**config.mk**
```make
export PLATFORM = sky130hd
export DESIGN_NAME = ycfu_pipe_ctrl
export DESIGN_NICKNAME = d
export VERILOG_FILES = /design/src/rtl/core/ycfu_pkg.sv /design/src/rtl/core/ycfu_pipe_ctrl.sv
export VERILOG_INCLUDE_DIRS = /design/src /design/src/rtl/core
export SDC_FILE = /design/constraint.sdc
export NUM_CORES = 1
export LEC_CHECK = 0
export ABC_AREA = 1
export BUFFER_PORTS_ARGS = -buffer_cell sky130_fd_sc_hd__buf_2
export CAP_MARGIN = 20
export CORE_AREA = 2 2 39 41
export CTS_BUF_LIST = sky130_fd_sc_hd__clkbuf_8
export DETAILED_ROUTE_END_ITERATION = 8
export DIE_AREA = 0 0 41 43
export GPL_TIMING_DRIVEN = 0
export MAX_ROUTING_LAYER = met4
export PLACE_DENSITY = 0.41
export SLEW_MARGIN = 20
export SYNTH_ARGS = -nofsm -noshare
export SYNTH_HDL_FRONTEND = slang
export SYNTH_SLANG_ARGS = --single-unit
```
**constraint.sdc**
```tcl
create_clock -name clk -period 2.15 [get_ports clk]
set_clock_uncertainty 0.1 [all_clocks]
set_input_delay 0.645 -clock clk [delete_from_list [all_inputs] [get_ports clk]]
set_output_delay 0.645 -clock clk [all_outputs]
set_load 0.01 [all_outputs]
```
**src/rtl/core/yee_curl_field_update_top_assert.svh**
```systemverilog
// assertion macros for the curl update pipeline
// used by ycfu_pipe_ctrl; expects clk and rst_n in scope
`ifndef YEE_CURL_FIELD_UPDATE_TOP_ASSERT_SVH
`define YEE_CURL_FIELD_UPDATE_TOP_ASSERT_SVH

// consequence must hold on the next clock
`define YCFU_ASSERT_NEXT(label, ante, cons) \
    label: assert property (@(posedge clk) disable iff (!rst_n) (ante) |=> (cons)) \
        else $error("ycfu pipeline check failed");

// consequence must hold on the same clock
`define YCFU_ASSERT_SAME(label, ante, cons) \
    label: assert property (@(posedge clk) disable iff (!rst_n) (ante) |-> (cons)) \
        else $error("ycfu pipeline check failed");

`endif

```
**src/rtl/core/ycfu_pkg.sv**
```systemverilog
// shared constants and types for the yee curl field update block
// no dependencies
package ycfu_pkg;

    localparam int FIELD_BITS_DEFAULT = 32;
    localparam int COEF_BITS          = 18;
    localparam int COEF_FRAC          = 16;
    localparam int DIM_BITS           = 2;
    localparam int CFG_INDEX_BITS     = 1;
    localparam int CFG_DATA_BITS      = 18;
    localparam int NUM_STAGES         = 5;
    localparam int ROUND_HALF         = 1 << (COEF_FRAC - 1);

    localparam logic [CFG_INDEX_BITS-1:0] REG_STEP_COEFFICIENT = 1'd0;
    localparam logic [CFG_INDEX_BITS-1:0] REG_GRID_DIMENSIONS  = 1'd1;

    localparam logic [COEF_BITS-1:0] COEF_RESET = 18'd65536;
    localparam logic [DIM_BITS-1:0]  DIM_TWO    = 2'd2;
    localparam logic [DIM_BITS-1:0]  DIM_THREE  = 2'd3;
    localparam logic [DIM_BITS-1:0]  DIM_RESET  = DIM_THREE;

    typedef struct packed {
        logic [NUM_STAGES-1:0] en;
    } ycfu_pipe_ctrl_t;

endpackage

```
**src/rtl/core/ycfu_pipe_ctrl.sv**
```systemverilog
// valid bits and stage load enables for the curl update pipeline
// depends on ycfu_pkg and yee_curl_field_update_top_assert.svh
`include "yee_curl_field_update_top_assert.svh"

module ycfu_pipe_ctrl (
    input  logic                     clk,
    input  logic                     rst_n,
    input  logic                     in_valid,
    output logic                     in_ready,
    output logic                     out_valid,
    input  logic                     out_ready,
    output ycfu_pkg::ycfu_pipe_ctrl_t ctrl
);

    localparam int N = ycfu_pkg::NUM_STAGES;

    logic [N-1:0] valid_reg;
    logic [N-1:0] valid_next;
    logic [N-1:0] load;
    logic [N-1:0] prev_valid;

    always_comb
    begin
        load[N-1] = !valid_reg[N-1] || out_ready;
        for (int i = N - 2; i >= 0; i--)
        begin
            load[i] = !valid_reg[i] || load[i+1];
        end
        prev_valid = {valid_reg[N-2:0], in_valid};
        for (int i = 0; i < N; i++)
        begin
            valid_next[i] = load[i] ? prev_valid[i] : valid_reg[i];
        end
        ctrl.en = load & prev_valid;
    end

    always_ff @(posedge clk or negedge rst_n)
    begin
        if (!rst_n)
        begin
            valid_reg <= '0;
        end
        else
        begin
            valid_reg <= valid_next;
        end
    end

    assign in_ready  = load[0];
    assign out_valid = valid_reg[N-1];

    // accepted beat lands in the first stage
    `YCFU_ASSERT_NEXT(a_accept_lands, in_valid && in_ready, valid_reg[0])
    // a stalled result is never dropped
    `YCFU_ASSERT_NEXT(a_stall_keeps, valid_reg[N-1] && !out_ready, valid_reg[N-1])
    // back pressure only when every stage is full and the sink stalls
    `YCFU_ASSERT_SAME(a_full_stall, !in_ready, (&valid_reg) && !out_ready)

endmodule

```
==> results.py <==
metrics = {
    "logic_synthesis": {
        "synth_fp_nets": 32,
        "syn-cell-area_um2": 244,
        "yosys_warnings": 0,
        "ys_ff_latch": 5,
        "post_synth_num_cell_types": 10,
        "yosys-top-cells-area": "dfrtp_1 51%, inv_1 11%, nand2_1 11%",
        "synthFlopType": "dfrtp_1",
        "netlist.area_leader.share_pct": 51.3,
        "sequential_share_of_the_synthesized_area_pct": 51.3,
        "netlist_instances": 28,
        "synth.top_cells.by_count": "7 x inv_1, 7 x nand2_1, 5 x dfrtp_1",
        "synthesized_area_per_cell_um2": 8.71,
        "synth_enable_flop_cells": 0,
        "ys_async_rst_share_pct": 100,
        "post-synth-top-area-cell": "dfrtp_1",
    },
    "die": {
        "row_count": 14,
        "floorplan.io_pins": 11,
        "floorplan.die_area_um2": 1760,
        "core-area_um2": 1380,
        "initial_utilization_pct": 17.6,
        "die_y_um": 43,
        "die_x_um": 41,
    },
    "sta": {
        "clock.fmax_ghz": 0.493,
        "hold_violations": 0,
        "timing.hold.ws_ps": 137,
        "final.period_utilization_pct": 94.4,
        "slew_viol_final": 0,
        "setup_viol": 0,
        "timing.slew.headroom_pct": 89.8,
        "totalNegativeSetupSlack_ps": 0,
        "worst_tran_pin_value_ps": 153,
        "rsz0062_at_grt": "no",
        "final_period_minus_worst_setup_slack_ps": 2030,
    },
    "status": {
        "run_status": "finished clean",
    },
    "global_route": {
        "first_pass_grt_wire_length_um": 828,
        "grt_usage_pct": 8.17,
        "grt-ovfl-total": 0,
        "via_count_of_the_first_global_routing_pass": 207,
        "initial_antenna_violation_count": 0,
        "grt_start_max_net_pins": 6,
    },
    "final_layout": {
        "post_synthesis_to_final_layout_area_growth_pct": 47.2,
        "largest_register_ff_count": 5,
        "finish.net_count": 47,
        "num_antenna_cells": 0,
        "fillers": 145,
        "multiInputGateArea_um2": 88.8,
        "final_layout_size_suffix_gt1_share_pct": 42.9,
        "register_area_um2": 125,
    },
    "detailed_routing": {
        "post-route-drc-count": 0,
        "firstDrtPassIters": 2,
        "drtAntennaViolNets": 0,
        "detailedRoute.firstIterationViolations": 2,
        "detail_route.wl_per_cell_um": 8.12,
        "via_count": 214,
        "via_per_inst": 3.69,
        "postRouteWirelength_um": 471,
    },
    "pwr": {
        "vdd_ir_drop_max_mv": 0.332,
        "pwr_density_cell_nw_per_um2": 1140,
        "power.static_leakage_nw": 0.203,
    },
    "clocking": {
        "clock-root-buffer": "clkbuf_8",
        "cts_repair_resize_count": 0,
        "post-cts-setup-buffers": 0,
        "holdBufCountCts": 0,
        "cts_inserted_buffers": 3,
        "max-clock-path-buffers": 2,
        "tritoncts": "built",
        "cts.sink_count": 5,
        "insertion_delay_to_the_later_sink_of_the_worst_skew_pair_ps": 220,
        "htreeDepth": 1,
        "clkTransAtPathRegs_ps": 40,
    },
    "worst_setup_path": {
        "path_cells": "buf_2, inv_1, nand4_4, nor2_4, a21oi_1, buf_2",
        "timing.critical_path.required_ps": 1400,
        "cp_buf_inv_count": 3,
        "cp.arrival_ps": 1290,
        "critical_path.slowest_cell": "buf_2",
        "worst_path_dominant_cell_family": "buffers and inverters",
        "worst_path_largest_cell_delay_ps": 140,
        "timing.critical_path.mode_cell": "buf_2",
        "crit_type": "input pin to primary output",
        "endpoint_kind": "primary output",
        "worstSetupStartpointType": "input pin",
        "worst-path-max-fanout": 4,
    },
    "place": {
        "portBuffers": 10,
        "gp_routability_congestion": 0.628,
        "dp_hpwl_um": 353,
    },
    "flow_run": {
        "max-cap-violations": 0,
    },
    "worst_hold_path": {
        "hold_class": "input pin to async pin",
    },
}
layout by cell type, fill, tap and decap left out:
| master | instances |
|---|---|
| o21ai_1 | 1 |
| clkbuf_8 | 3 |
| a21oi_1 | 1 |
| nor2_4 | 1 |
| buf_2 | 10 |
| nor2_1 | 2 |
| nand2_2 | 2 |
| nand4_4 | 1 |
| dfrtp_1 | 5 |
| nand2_1 | 7 |
| inv_2 | 1 |
| inv_1 | 8 |
layer usage:
layer / part of all wire (%) / global-route usage [%]
met2: 39 / 9.69
met3: 11 / 6.28
met1: 50 / 7.84
met4: 0.85 / 8.00
met5: 0 / -
power by group:
| part | leakage, nW | internal (W) | switching (W) |
|---|---|---|---|
| sequential | 0.0553 | 0.000115 | 0.0000225 |
| combinational | 0.121 | 0.0000420 | 0.0000608 |
| clock | 0.0269 | 0.000122 | 0.0000468 |
final timing paths:
| path | start | to | depth (start not counted) | slack (ps) |
|---|---|---|---|---|
| hold reg to reg | valid_reg[1]$_DFFE_PN0P_ | valid_reg[2]$_DFFE_PN0P_ | 2 | 430 |
| setup reg to reg | valid_reg[4]$_DFFE_PN0P_ | valid_reg[3]$_DFFE_PN0P_ | 5 | 1190 |
| min in group clk | valid_reg[1]$_DFFE_PN0P_ | valid_reg[2]$_DFFE_PN0P_ | 2 | 430 |
| max in group asynchronous | rst_n | valid_reg[2]$_DFFE_PN0P_ | 1 | 1680 |
| setup / recovery | out_ready | ctrl[0] | 6 | 120 |
| hold / removal | rst_n | valid_reg[4]$_DFFE_PN0P_ | 1 | 140 |
final cells by class:
class | instances | area share, %
flip-flops and latches | 5 | 34.8
multi-input cells | 15 | 24.7
repair buffers | 10 | 13.9
clock buffers | 3 | 11.5
inverters | 8 | 8.36
well taps | 16 | 5.57
clock inverters | 1 | 1.05
worst register-to-register path, cell delays in order, from the launching register on:
cell	delay, ps
dfrtp_1	400
nand2_1	100
inv_2	60
nand2_1	60
nand2_1	80
nand2_1	60
metrics by stage:
| stage | cells | setup slack [ps] | cell area, µm² | total power [W] | utilization, % |
|---|---|---|---|---|---|
| after floorplan | 28 | 351 | 244 | 0.000204 | - |
| after global placement | 54 | 112 | 314 | 0.000245 | 22.7 |
| final | 58 | 120 | 359 | 0.000410 | 25.9 |
| after detailed placement | 54 | 107 | 314 | 0.000244 | 22.7 |
| after global routing | 58 | 52.2 | 359 | 0.000444 | 25.9 |
| after CTS | 58 | 104 | 359 | 0.000421 | 25.9 |
cells by family (layout without fill, tap and decap cells):
family	count (synthesis)	in the layout	share of synthesized area (%)
flops	5	5	51.3
compound gates	2	2	4.10
buf+inv	8	22	12.3
simple gates	13	13	32.3
Power figures use the tool's default switching activity.
