$ cat src/rtl/core/yee_curl_field_update_top_assert.svh
// assertion macros for the curl update pipeline
// used by ycfu_pipe_ctrl; expects clk and rst_n in scope
`ifndef YEE_CURL_FIELD_UPDATE_TOP_ASSERT_SVH
`define YEE_CURL_FIELD_UPDATE_TOP_ASSERT_SVH

// consequence must hold on the next clock
`define YCFU_ASSERT_NEXT(label, ante, cons) \
    label: assert property (@(posedge clk) disable iff (!rst_n) (ante) |=> (cons)) \
        else $error("ycfu pipeline check failed");

// consequence must hold on the same clock
`define YCFU_ASSERT_SAME(label, ante, cons) \
    label: assert property (@(posedge clk) disable iff (!rst_n) (ante) |-> (cons)) \
        else $error("ycfu pipeline check failed");

`endif

$ cat src/rtl/core/ycfu_pkg.sv
// shared constants and types for the yee curl field update block
// no dependencies
package ycfu_pkg;

    localparam int FIELD_BITS_DEFAULT = 32;
    localparam int COEF_BITS          = 18;
    localparam int COEF_FRAC          = 16;
    localparam int DIM_BITS           = 2;
    localparam int CFG_INDEX_BITS     = 1;
    localparam int CFG_DATA_BITS      = 18;
    localparam int NUM_STAGES         = 5;
    localparam int ROUND_HALF         = 1 << (COEF_FRAC - 1);

    localparam logic [CFG_INDEX_BITS-1:0] REG_STEP_COEFFICIENT = 1'd0;
    localparam logic [CFG_INDEX_BITS-1:0] REG_GRID_DIMENSIONS  = 1'd1;

    localparam logic [COEF_BITS-1:0] COEF_RESET = 18'd65536;
    localparam logic [DIM_BITS-1:0]  DIM_TWO    = 2'd2;
    localparam logic [DIM_BITS-1:0]  DIM_THREE  = 2'd3;
    localparam logic [DIM_BITS-1:0]  DIM_RESET  = DIM_THREE;

    typedef struct packed {
        logic [NUM_STAGES-1:0] en;
    } ycfu_pipe_ctrl_t;

endpackage

$ cat src/rtl/core/ycfu_curl_diff.sv
// first stage: forms the three curl differences from the neighbor values
// depends on ycfu_pkg
module ycfu_curl_diff #(
    parameter int FIELD_BITS = ycfu_pkg::FIELD_BITS_DEFAULT
) (
    input  logic                                  clk,
    input  logic                                  en,
    input  logic [ycfu_pkg::DIM_BITS-1:0]         dims,
    input  logic signed [FIELD_BITS-1:0]          target_x,
    input  logic signed [FIELD_BITS-1:0]          target_y,
    input  logic signed [FIELD_BITS-1:0]          target_z,
    input  logic signed [FIELD_BITS-1:0]          source_x,
    input  logic signed [FIELD_BITS-1:0]          source_y,
    input  logic signed [FIELD_BITS-1:0]          source_z,
    input  logic signed [FIELD_BITS-1:0]          source_x_near_j,
    input  logic signed [FIELD_BITS-1:0]          source_x_near_k,
    input  logic signed [FIELD_BITS-1:0]          source_y_near_i,
    input  logic signed [FIELD_BITS-1:0]          source_y_near_k,
    input  logic signed [FIELD_BITS-1:0]          source_z_near_i,
    input  logic signed [FIELD_BITS-1:0]          source_z_near_j,
    output logic signed [FIELD_BITS+1:0]          diff_x,
    output logic signed [FIELD_BITS+1:0]          diff_y,
    output logic signed [FIELD_BITS+1:0]          diff_z,
    output logic signed [FIELD_BITS-1:0]          tgt_x,
    output logic signed [FIELD_BITS-1:0]          tgt_y,
    output logic signed [FIELD_BITS-1:0]          tgt_z,
    output logic                                  hold_x
);

    localparam int DIFF_W = FIELD_BITS + 2;

    logic                     use_j;
    logic                     use_k;
    logic signed [DIFF_W-1:0] dx_next;
    logic signed [DIFF_W-1:0] dy_next;
    logic signed [DIFF_W-1:0] dz_next;
    logic signed [DIFF_W-1:0] dx_reg;
    logic signed [DIFF_W-1:0] dy_reg;
    logic signed [DIFF_W-1:0] dz_reg;
    logic signed [FIELD_BITS-1:0] tx_reg;
    logic signed [FIELD_BITS-1:0] ty_reg;
    logic signed [FIELD_BITS-1:0] tz_reg;
    logic                     hold_x_reg;

    always_comb
    begin
        use_j = dims >= ycfu_pkg::DIM_TWO;
        use_k = dims == ycfu_pkg::DIM_THREE;
        dx_next = (use_k ? DIFF_W'(source_y_near_k) - DIFF_W'(source_y) : '0)
                + (use_j ? DIFF_W'(source_z) - DIFF_W'(source_z_near_j) : '0);
        dy_next = (use_k ? DIFF_W'(source_x) - DIFF_W'(source_x_near_k) : '0)
                + (DIFF_W'(source_z_near_i) - DIFF_W'(source_z));
        dz_next = (use_j ? DIFF_W'(source_x_near_j) - DIFF_W'(source_x) : '0)
                + (DIFF_W'(source_y) - DIFF_W'(source_y_near_i));
    end

    always_ff @(posedge clk)
    begin
        if (en)
        begin
            dx_reg     <= dx_next;
            dy_reg     <= dy_next;
            dz_reg     <= dz_next;
            tx_reg     <= target_x;
            ty_reg     <= target_y;
            tz_reg     <= target_z;
            hold_x_reg <= !use_j;
        end
    end

    assign diff_x = dx_reg;
    assign diff_y = dy_reg;
    assign diff_z = dz_reg;
    assign tgt_x  = tx_reg;
    assign tgt_y  = ty_reg;
    assign tgt_z  = tz_reg;
    assign hold_x = hold_x_reg;

endmodule

$ cat config.mk
export PLATFORM = sky130hd
export DESIGN_NAME = ycfu_curl_diff
export DESIGN_NICKNAME = d
export VERILOG_FILES = /design/src/rtl/core/yee_curl_field_update_top_assert.svh /design/src/rtl/core/ycfu_pkg.sv /design/src/rtl/core/ycfu_curl_diff.sv
export SDC_FILE = /design/constraint.sdc
export NUM_CORES = 1
export LEC_CHECK = 0
export BUFFER_PORTS_ARGS = -buffer_cell sky130_fd_sc_hd__buf_2
export CAP_MARGIN = 20
export CORE_AREA = 2 2 229 231
export CTS_CLUSTER_DIAMETER = 120
export DETAILED_ROUTE_END_ITERATION = 6
export DIE_AREA = 0 0 231 233
export GPL_TIMING_DRIVEN = 1
export PLACE_DENSITY = 0.67
export SLEW_MARGIN = 20
export SYNTH_ARGS = -nofsm -noshare
export SYNTH_HDL_FRONTEND = slang
export SYNTH_SLANG_ARGS = --single-unit
$ cat constraint.sdc
create_clock -name clk -period 11.3 [get_ports clk]
set_input_delay 1.695 -clock clk [delete_from_list [all_inputs] [get_ports clk]]
set_output_delay 1.695 -clock clk [all_outputs]
set_load 0.05 [all_outputs]
==> impl_metrics.ini <==
[synth]
syn-instance-count = 2632
yosys-top-cells-area = edfxtp_1 27%, ha_1 17%, a21oi_1 5.9%
synthFlopType = edfxtp_1
synth_area_per_cell_um2 = 8.38
synth_edf_count = 199
ys_types = 67
async_reset_ff_share_pct = 0
yosysSeqAreaShare_pct = 27.1
yosys.area.top_type_share_pct = 27.1
yosys.area.top_type = edfxtp_1
netlist_area_um2 = 22000
yosys_register_bits = 199
synthesis.nets = 3320
synth_common_cells = 291 x ha_1, 271 x inv_1, 260 x a21oi_1
yosysWarnings = 0
post-synth-top-count-cell = ha_1

[route]
vias_per_cell = 5.72
drc = 0
totalWireLength_um = 83700
drt_iter0_markers = 1847
dr.pass1.iters = 6
vias = 22200
ant_nets = 0
wl_per_cell_um = 21.6

[timing]
worst_pin_slew_ns = 1.00
clock.fmax_ghz = 0.147
relSlewSlack_pct = 33.0
hold_viol = 0
rsz0062_at_grt = no
drv_slew = 0
setup_violations = 0
period_share_pct = 60.3
finalSetupTns_ns = 0
min_period_ns = 6.81

[floorplanning]
die_height_um = 233
fp.dieW_um = 231
pin_count = 587
start_util_pct = 43.2
die_area_um2 = 53800
rows = 83
coreArea_um2 = 51100

[clock_network]
cts_tree = yes
cts_setup_buffers = 0
cts.repair.resized = 0
cts_buffers = 17
ctsHoldBuffers = 0
cts_num_sinks = 199
path_clk_slew_ns = 0.10
h-tree-depth = 4
root_buffer = clkbuf_16
cts_buffer_depth = 2

[pwr]
p_total_mw = 3.79
p_leak_nw = 13.2
peakVddDrop_mv = 0.134
p_per_area_nw_per_um2 = 144

[setup_path]
endpoint_kind = register
crit_path_top_delay_cell = o311ai_0
max_stage_delay_ns = 0.58
startpoint_type = input pin
cp_cell_sequence = buf_2 -> ha_1 -> nor2b_1 -> o21ai_0 -> a21boi_0 -> o311ai_0 -> a31oi_1 -> a21oi_1 -> xor2_1 -> nor2_1 -> ha_1 -> a211oi_1 -> o21ai_0 -> a221o_1 -> a41oi_1 -> o31ai_1 -> a31oi_1 -> nand2b_1 -> o31ai_1 -> xor2_1
cp_max_fo = 7
critPathArrivalTime_ns = 7.08
endpoint = diff_y[32]
cp_data_required_time_ns = 11.57
path_class = in2reg
cp-startpoint = source_x[1]

[global_route]
overflow = 0
grt_max_degree = 77
grt_antenna_before_repair = 15
grt_pass1_vias = 20600
grt_pass1_wl_um = 122000
track_usage_pct = 29.9

[place]
gp_congestion = 1.04
port_buffers = 586
place_hpwl_um = 71100

[finish]
layout-drive-gt1-share_pct = 20.3
multi_input_area_um2 = 14800
syn_to_final_growth_pct = 19.1
fin_nets = 3870
ff_latch_area_um2 = 5980
fillCellCount = 4971

[run]
drv_cap = 0

[status]
status = completed

[min_path]
hp-class = in2reg
## power by group
group / internal [mW] / switching (mW) / leakage, nW
sequential: 0.998 / 0.0470 / 1.94
combinational: 0.675 / 1.42 / 10.9
clock: 0.300 / 0.355 / 0.287
total: 1.97 / 1.82 / 13.2
## logic make-up (layout without fill, tap and decap cells)
| kind of cell | count (synthesis) | count (layout) | share of synthesized area, % |
|---|---|---|---|
| adders and majority gates | 300 | 300 | 17.3 |
| other | 0 | 9 | 0 |
| xor gates and xnor gates | 222 | 222 | 8.82 |
| buffers and inverters | 331 | 893 | 5.67 |
| muxes | 8 | 8 | 0.363 |
| DFF | 199 | 199 | 27.1 |
| AOI/OAI and AO/OA | 863 | 863 | 25.4 |
| and+or+nand+nor | 709 | 709 | 15.3 |
## cells in the final DEF (no fill, tap or decap), types with 10 or more instances in the layout
cell	n
buf_2	585
ha_1	291
inv_1	271
a21oi_1	260
nor2_1	227
edfxtp_1	199
a21o_1	169
nand2_1	159
o21ai_0	143
xnor2_1	138
xor2_1	84
nand3_1	58
nor3_1	52
o21bai_1	46
o21a_1	45
nor2b_1	37
nand4_1	36
a211oi_1	33
and3_1	33
nand2b_1	31
a31oi_1	26
o31ai_1	23
and2_1	20
clkbuf_16	17
a21boi_0	13
o211ai_1	12
or2_2	11
or3_1	11
nor3b_1	10
a221oi_1	10
## layer usage
layer	vias up	part of all wire [%]	track usage, %
met3	128	7.5	5.34
li1	10700	-	-
met5	-	0.082	0
met2	942	47	50.3
met4	10	3.5	11.3
met1	10500	42	38.3
## worst max-delay path, delay by kind of cell
family	cells	cell delay, ns
AO/OA/AOI/OAI	12	3.63
XOR/XNOR	2	0.53
adder cells (fa/ha/maj)	2	0.67
buffers and inverters	1	0.13
AND/OR/NAND/NOR	3	0.40
## metrics by stage
stage          instance area [um2]  utilization, %  setup slack (ns)  std cells  hold slack (ns)
2_1_floorplan                22000               -              5.18       2632             1.79
3_3_place_gp                 25600            50.2              4.32       3843             1.87
3_5_place_dp                 25600            50.2              4.18       3843             1.87
4_1_cts                      26200            51.4              4.71       3874             1.32
5_1_grt                      26300            51.4              4.29       3881             1.33
6_report                     26300            51.4              4.49       3883             1.36
## worst min path at each step
stage	from	endpoint	slack, ns	cells past startpoint
global route	target_x[21]	tgt_x[21]	1.33	1
detailed placement	target_y[29]	tgt_y[29]	1.87	1
floorplan	target_x[0]	tgt_x[0]	1.79	0
CTS	target_y[6]	tgt_y[6]	1.32	1
global placement	target_y[6]	tgt_y[6]	1.87	1
finish	target_y[25]	tgt_y[25]	1.36	1
## area by class of cell
cell class              count  area share (%)
diodes                      9          0.0857
clock buffers              17            1.62
clock inverters            14           0.653
inverters                 271            3.87
multi-input cells        2102            56.4
flip-flops and latches    199            22.7
well taps                 680            3.24
repair buffers            591            11.3
Note: power is estimated with default switching activity, not from simulation.
