[config.mk]
export PLATFORM = sky130hd
export DESIGN_NAME = ycfu_scale_lane
export DESIGN_NICKNAME = d
export VERILOG_FILES = /design/src/rtl/core/yee_curl_field_update_top_assert.svh /design/src/rtl/core/ycfu_pkg.sv /design/src/rtl/core/ycfu_scale_lane.sv
export SDC_FILE = /design/constraint.sdc
export NUM_CORES = 2
export LEC_CHECK = 0
export ABC_AREA = 1
export BUFFER_PORTS_ARGS = -buffer_cell sky130_fd_sc_hd__buf_2
export CAP_MARGIN = 20
export CORE_MARGIN = 2
export CORE_UTILIZATION = 60
export DETAILED_ROUTE_END_ITERATION = 7
export PLACE_DENSITY = 0.75
export SETUP_SLACK_MARGIN = 0.5
export SYNTH_ARGS = -nofsm -noshare
export SYNTH_HDL_FRONTEND = slang
export SYNTH_SLANG_ARGS = --single-unit
[constraint.sdc]
create_clock -name clk -period 9 [get_ports clk]
set_input_delay 1.8 -clock clk [delete_from_list [all_inputs] [get_ports clk]]
set_output_delay 1.8 -clock clk [all_outputs]
set_load 0.005 [all_outputs]
[src/rtl/core/yee_curl_field_update_top_assert.svh]
// assertion macros for the curl update pipeline
// used by ycfu_pipe_ctrl; expects clk and rst_n in scope
`ifndef YEE_CURL_FIELD_UPDATE_TOP_ASSERT_SVH
`define YEE_CURL_FIELD_UPDATE_TOP_ASSERT_SVH

// consequence must hold on the next clock
`define YCFU_ASSERT_NEXT(label, ante, cons) \
    label: assert property (@(posedge clk) disable iff (!rst_n) (ante) |=> (cons)) \
        else $error("ycfu pipeline check failed");

// consequence must hold on the same clock
`define YCFU_ASSERT_SAME(label, ante, cons) \
    label: assert property (@(posedge clk) disable iff (!rst_n) (ante) |-> (cons)) \
        else $error("ycfu pipeline check failed");

`endif

[src/rtl/core/ycfu_pkg.sv]
// shared constants and types for the yee curl field update block
// no dependencies
package ycfu_pkg;

    localparam int FIELD_BITS_DEFAULT = 32;
    localparam int COEF_BITS          = 18;
    localparam int COEF_FRAC          = 16;
    localparam int DIM_BITS           = 2;
    localparam int CFG_INDEX_BITS     = 1;
    localparam int CFG_DATA_BITS      = 18;
    localparam int NUM_STAGES         = 5;
    localparam int ROUND_HALF         = 1 << (COEF_FRAC - 1);

    localparam logic [CFG_INDEX_BITS-1:0] REG_STEP_COEFFICIENT = 1'd0;
    localparam logic [CFG_INDEX_BITS-1:0] REG_GRID_DIMENSIONS  = 1'd1;

    localparam logic [COEF_BITS-1:0] COEF_RESET = 18'd65536;
    localparam logic [DIM_BITS-1:0]  DIM_TWO    = 2'd2;
    localparam logic [DIM_BITS-1:0]  DIM_THREE  = 2'd3;
    localparam logic [DIM_BITS-1:0]  DIM_RESET  = DIM_THREE;

    typedef struct packed {
        logic [NUM_STAGES-1:0] en;
    } ycfu_pipe_ctrl_t;

endpackage

[src/rtl/core/ycfu_scale_lane.sv]
// stages two to five of one component: magnitude, split multiply, rounding,
// signed add with clamp; depends on ycfu_pkg
module ycfu_scale_lane #(
    parameter int FIELD_BITS = ycfu_pkg::FIELD_BITS_DEFAULT
) (
    input  logic                              clk,
    input  ycfu_pkg::ycfu_pipe_ctrl_t         ctrl,
    input  logic [ycfu_pkg::COEF_BITS-1:0]    coef,
    input  logic signed [FIELD_BITS+1:0]      diff,
    input  logic signed [FIELD_BITS-1:0]      target,
    input  logic                              hold,
    output logic signed [FIELD_BITS-1:0]      value,
    output logic                              sat
);

    localparam int CB     = ycfu_pkg::COEF_BITS;
    localparam int CF     = ycfu_pkg::COEF_FRAC;
    localparam int DIFF_W = FIELD_BITS + 2;
    localparam int MAG_W  = FIELD_BITS + 1;
    localparam int LO_W   = (MAG_W + 1) / 2;
    localparam int HI_W   = MAG_W - LO_W;
    localparam int PL_W   = LO_W + CB;
    localparam int PH_W   = HI_W + CB;
    localparam int PROD_W = MAG_W + CB + 1;
    localparam int Q_W    = FIELD_BITS + 3;
    localparam int R_W    = FIELD_BITS + 5;
    localparam logic signed [R_W-1:0] MAX_V = {{(R_W-FIELD_BITS+1){1'b0}}, {(FIELD_BITS-1){1'b1}}};
    localparam logic signed [R_W-1:0] MIN_V = {{(R_W-FIELD_BITS+1){1'b1}}, {(FIELD_BITS-1){1'b0}}};

    // stage 2
    logic [DIFF_W-1:0]            abs_full;
    logic [MAG_W-1:0]             mag_next;
    logic [MAG_W-1:0]             mag_reg;
    logic                         neg2_reg;
    logic signed [FIELD_BITS-1:0] tgt2_reg;
    logic                         hold2_reg;
    // stage 3
    logic [PL_W-1:0]              pl_next;
    logic [PH_W-1:0]              ph_next;
    logic [PL_W-1:0]              pl_reg;
    logic [PH_W-1:0]              ph_reg;
    logic                         neg3_reg;
    logic signed [FIELD_BITS-1:0] tgt3_reg;
    logic                         hold3_reg;
    // stage 4
    logic [PROD_W-1:0]            prod;
    logic [Q_W-1:0]               q_next;
    logic [Q_W-1:0]               q_reg;
    logic                         neg4_reg;
    logic signed [FIELD_BITS-1:0] tgt4_reg;
    logic                         hold4_reg;
    // stage 5
    logic signed [R_W-1:0]        t_ext;
    logic signed [R_W-1:0]        q_ext;
    logic signed [R_W-1:0]        sum;
    logic signed [FIELD_BITS-1:0] value_next;
    logic                         sat_next;
    logic signed [FIELD_BITS-1:0] value_reg;
    logic                         sat_reg;

    always_comb
    begin
        abs_full = diff[DIFF_W-1] ? DIFF_W'(-diff) : DIFF_W'(diff);
        mag_next = abs_full[MAG_W-1:0];
    end

    always_ff @(posedge clk)
    begin
        if (ctrl.en[1])
        begin
            mag_reg   <= mag_next;
            neg2_reg  <= diff[DIFF_W-1];
            tgt2_reg  <= target;
            hold2_reg <= hold;
        end
    end

    // magnitude split in two halves, one partial product each
    always_comb
    begin
        pl_next = PL_W'(mag_reg[LO_W-1:0]) * PL_W'(coef);
        ph_next = PH_W'(mag_reg[MAG_W-1:LO_W]) * PH_W'(coef);
    end

    always_ff @(posedge clk)
    begin
        if (ctrl.en[2])
        begin
            pl_reg    <= pl_next;
            ph_reg    <= ph_next;
            neg3_reg  <= neg2_reg;
            tgt3_reg  <= tgt2_reg;
            hold3_reg <= hold2_reg;
        end
    end

    // round to nearest, ties away from zero on the magnitude
    always_comb
    begin
        prod   = (PROD_W'(ph_reg) << LO_W) + PROD_W'(pl_reg) + PROD_W'(ycfu_pkg::ROUND_HALF);
        q_next = prod[CF +: Q_W];
    end

    always_ff @(posedge clk)
    begin
        if (ctrl.en[3])
        begin
            q_reg     <= q_next;
            neg4_reg  <= neg3_reg;
            tgt4_reg  <= tgt3_reg;
            hold4_reg <= hold3_reg;
        end
    end

    always_comb
    begin
        t_ext = R_W'(tgt4_reg);
        q_ext = $signed({{(R_W-Q_W){1'b0}}, q_reg});
        sum   = neg4_reg ? t_ext - q_ext : t_ext + q_ext;
        if (hold4_reg)
        begin
            value_next = tgt4_reg;
            sat_next   = 1'b0;
        end
        else if (sum > MAX_V)
        begin
            value_next = MAX_V[FIELD_BITS-1:0];
            sat_next   = 1'b1;
        end
        else if (sum < MIN_V)
        begin
            value_next = MIN_V[FIELD_BITS-1:0];
            sat_next   = 1'b1;
        end
        else
        begin
            value_next = sum[FIELD_BITS-1:0];
            sat_next   = 1'b0;
        end
    end

    always_ff @(posedge clk)
    begin
        if (ctrl.en[4])
        begin
            value_reg <= value_next;
            sat_reg   <= sat_next;
        end
    end

    assign value = value_reg;
    assign sat   = sat_reg;

endmodule

==> results.yml <==
status:
  status: "finished, final reports clean"
final_layout:
  final_nets: 5071
  final_util: 0.645
  antenna_cells: 0
  final_cell_mix: "nand2_1 (1083), inv_1 (1080), fa_1 (460)"
  largest_register_ffs: 35
  fillers: 4869
  final_common_cell: "nand2_1"
  drive_above_1_share: 0.0562
  syn2layout_area_growth_pct: 6.05
routing:
  viasPerCell: 5.30
  vias: 26600
  dr.first_iter.drc_count: 1752
  wire_per_inst_um: 16.6
  highest_layer: "met4"
  wl_met3_um: 7010
  wl_met1_um: 33600
  detailroute.wirelength.met2_um: 39800
  wl_um: 83500
  antenna_left: 0
  firstDrtPassIters: 6
  drc_errors: 0
worst_hold_path:
  hp-class: "reg2reg"
  hp-start: "tgt2_reg[22]"
yosys:
  synth-seq-area-share: 0.224
  syn_area_um2: 34400
  synthArstFlopShare: 0
  synth_seq_cells: 257
  synth.distinct_cells: 45
  syn-instance-count: 4229
  avgSynthCellArea_um2: 8.14
  synth_fp_nets: 5050
  synth_warnings: 0
  synth-main-ff-cell: "edfxtp_1"
  synth_edf_count: 257
die:
  row_count: 87
  initial_core_util: 0.608
  core_area_um2: 56600
  die_h_um: 244
  die_w_um: 244
  die_area_um2: 59300
  top_level_ports: 124
sta:
  worst_pin_slew_ps: 1130
  slew_headroom: 0.245
  slew_viol_final: 0
  fmax_mhz: 134
  final.min_clock_period_ps: 7460
  fin_skew_ps: 14.1
  min_period_over_period: 0.829
  finalSetupViolations: 0
  setup_tns_ps: 0
  rsz0062_at_grt: "no"
  hold_viol: 0
  hold_ws_ps: 417
critical_path:
  crit_chain: "buf_2 > nand2_1 > fa_1 > inv_1 > fa_1 > inv_1 > fa_1 > inv_1 > fa_1 > fa_1 > inv_1 > fa_1 > inv_1 > ha_1 > a21oi_1 > inv_1 > a21oi_1 > o31ai_1 > a31oi_1 > o21ai_0 > xor2_1"
  critPathRequiredTime_ps: 9330
  critPathBufInv: 7
  slowest_stage: "buf_2"
  worstReg2RegStart: "mag_reg[25]"
  worstPathArrival_ps: 7790
  critPathKind: "in2reg"
  startpoint: "coef[13]"
  startpoint_type: "primary input"
  critical_path_peak_fanout: 33
  cp_top_family: "adder cells"
  crit_path_end_kind: "flip-flop"
  slowest_delay_ps: 730
global_route:
  grt-ovfl-total: 0
  grt_pass1_wl_um: 137000
  grt_pass1_vias: 27600
  grt_start_max_net_pins: 70
  grt.total_usage: 0.291
  antenna_found_initial: 0
clock_tree:
  hold_buffers: 0
  numCtsBuffers: 29
  worstSkewPairLatency_ps: 590
  h-tree-depth: 1
  cts_tree: "yes"
  clk_path_buf_depth: 3
  root_buffer: "clkbuf_16"
  post_cts_resized: 0
  cts_setup_buffers: 0
  clk_pin_slew_worst_paths_ps: 60
  cts_sinks: 257
place:
  numPortBuffers: 122
  dp_hpwl_um: 65300
  gp_congestion: 0.952
job:
  cap_violations: 0
[logic make-up after synthesis]
logic type	after synthesis	synth area share
AND/OR/NAND/NOR	1500	0.174
buffers and inverters	1238	0.136
adder cells (fa/ha/maj)	730	0.366
AO/OA/AOI/OAI	348	0.0608
flip-flops	257	0.224
XOR/XNOR	156	0.0397
[metal layers]
metal | GRT usage | up-vias
met2 | 0.497 | 1000
li1 | - | 12700
met4 | 0.0968 | 0
met1 | 0.375 | 12700
met5 | 0 | -
met3 | 0.0512 | 192
[final timing paths]
path | end | slack [ps] | depth (start not counted)
setup / recovery | pl_reg[31] | 1540 | 21
hold reg to reg | tgt3_reg[22] | 420 | 0
setup reg to reg | ph_reg[29] | 2470 | 23
hold / removal | tgt3_reg[22] | 420 | 0
[cell usage after synthesis, drive strengths merged, types with 23 or more instances]
master  number  area [um^2]
edfxtp     257         7720
xnor2       59          517
nand4       24          150
clkbuf     131          492
fa         460         9210
o21ai       84          420
nand3      101          528
xor2        97          850
nand2     1091         4120
nor3        31          155
buf         23          121
inv       1083         4070
nor2       229          865
ha         270         3380
a21oi      199         1190
[cell type report]
type                            instances  area (um^2)  area share
Timing Repair Buffer                  144          781      0.0214
Clock buffer                           31          733      0.0201
Multi-Input combinational cell       2734        22000       0.603
Sequential cell                       257         7720       0.211
Inverter                             1084         4070       0.111
Tap cell                              756          946      0.0259
Clock inverter                         22          235     0.00644
[stage by stage]
stage / cell area [um^2] / instances / worst slack [ps]
after floorplan: 34400 / 4229 / 1570
after global placement: 35500 / 4975 / 1040
after detailed placement: 35500 / 4975 / 966
after CTS: 36500 / 5028 / 1600
after global routing: 36500 / 5028 / 1120
final: 36500 / 5028 / 1540
Power is left out: the tool's default activity adds up to more than one toggle a clock period on the data nets, which glitch-free logic cannot reach.
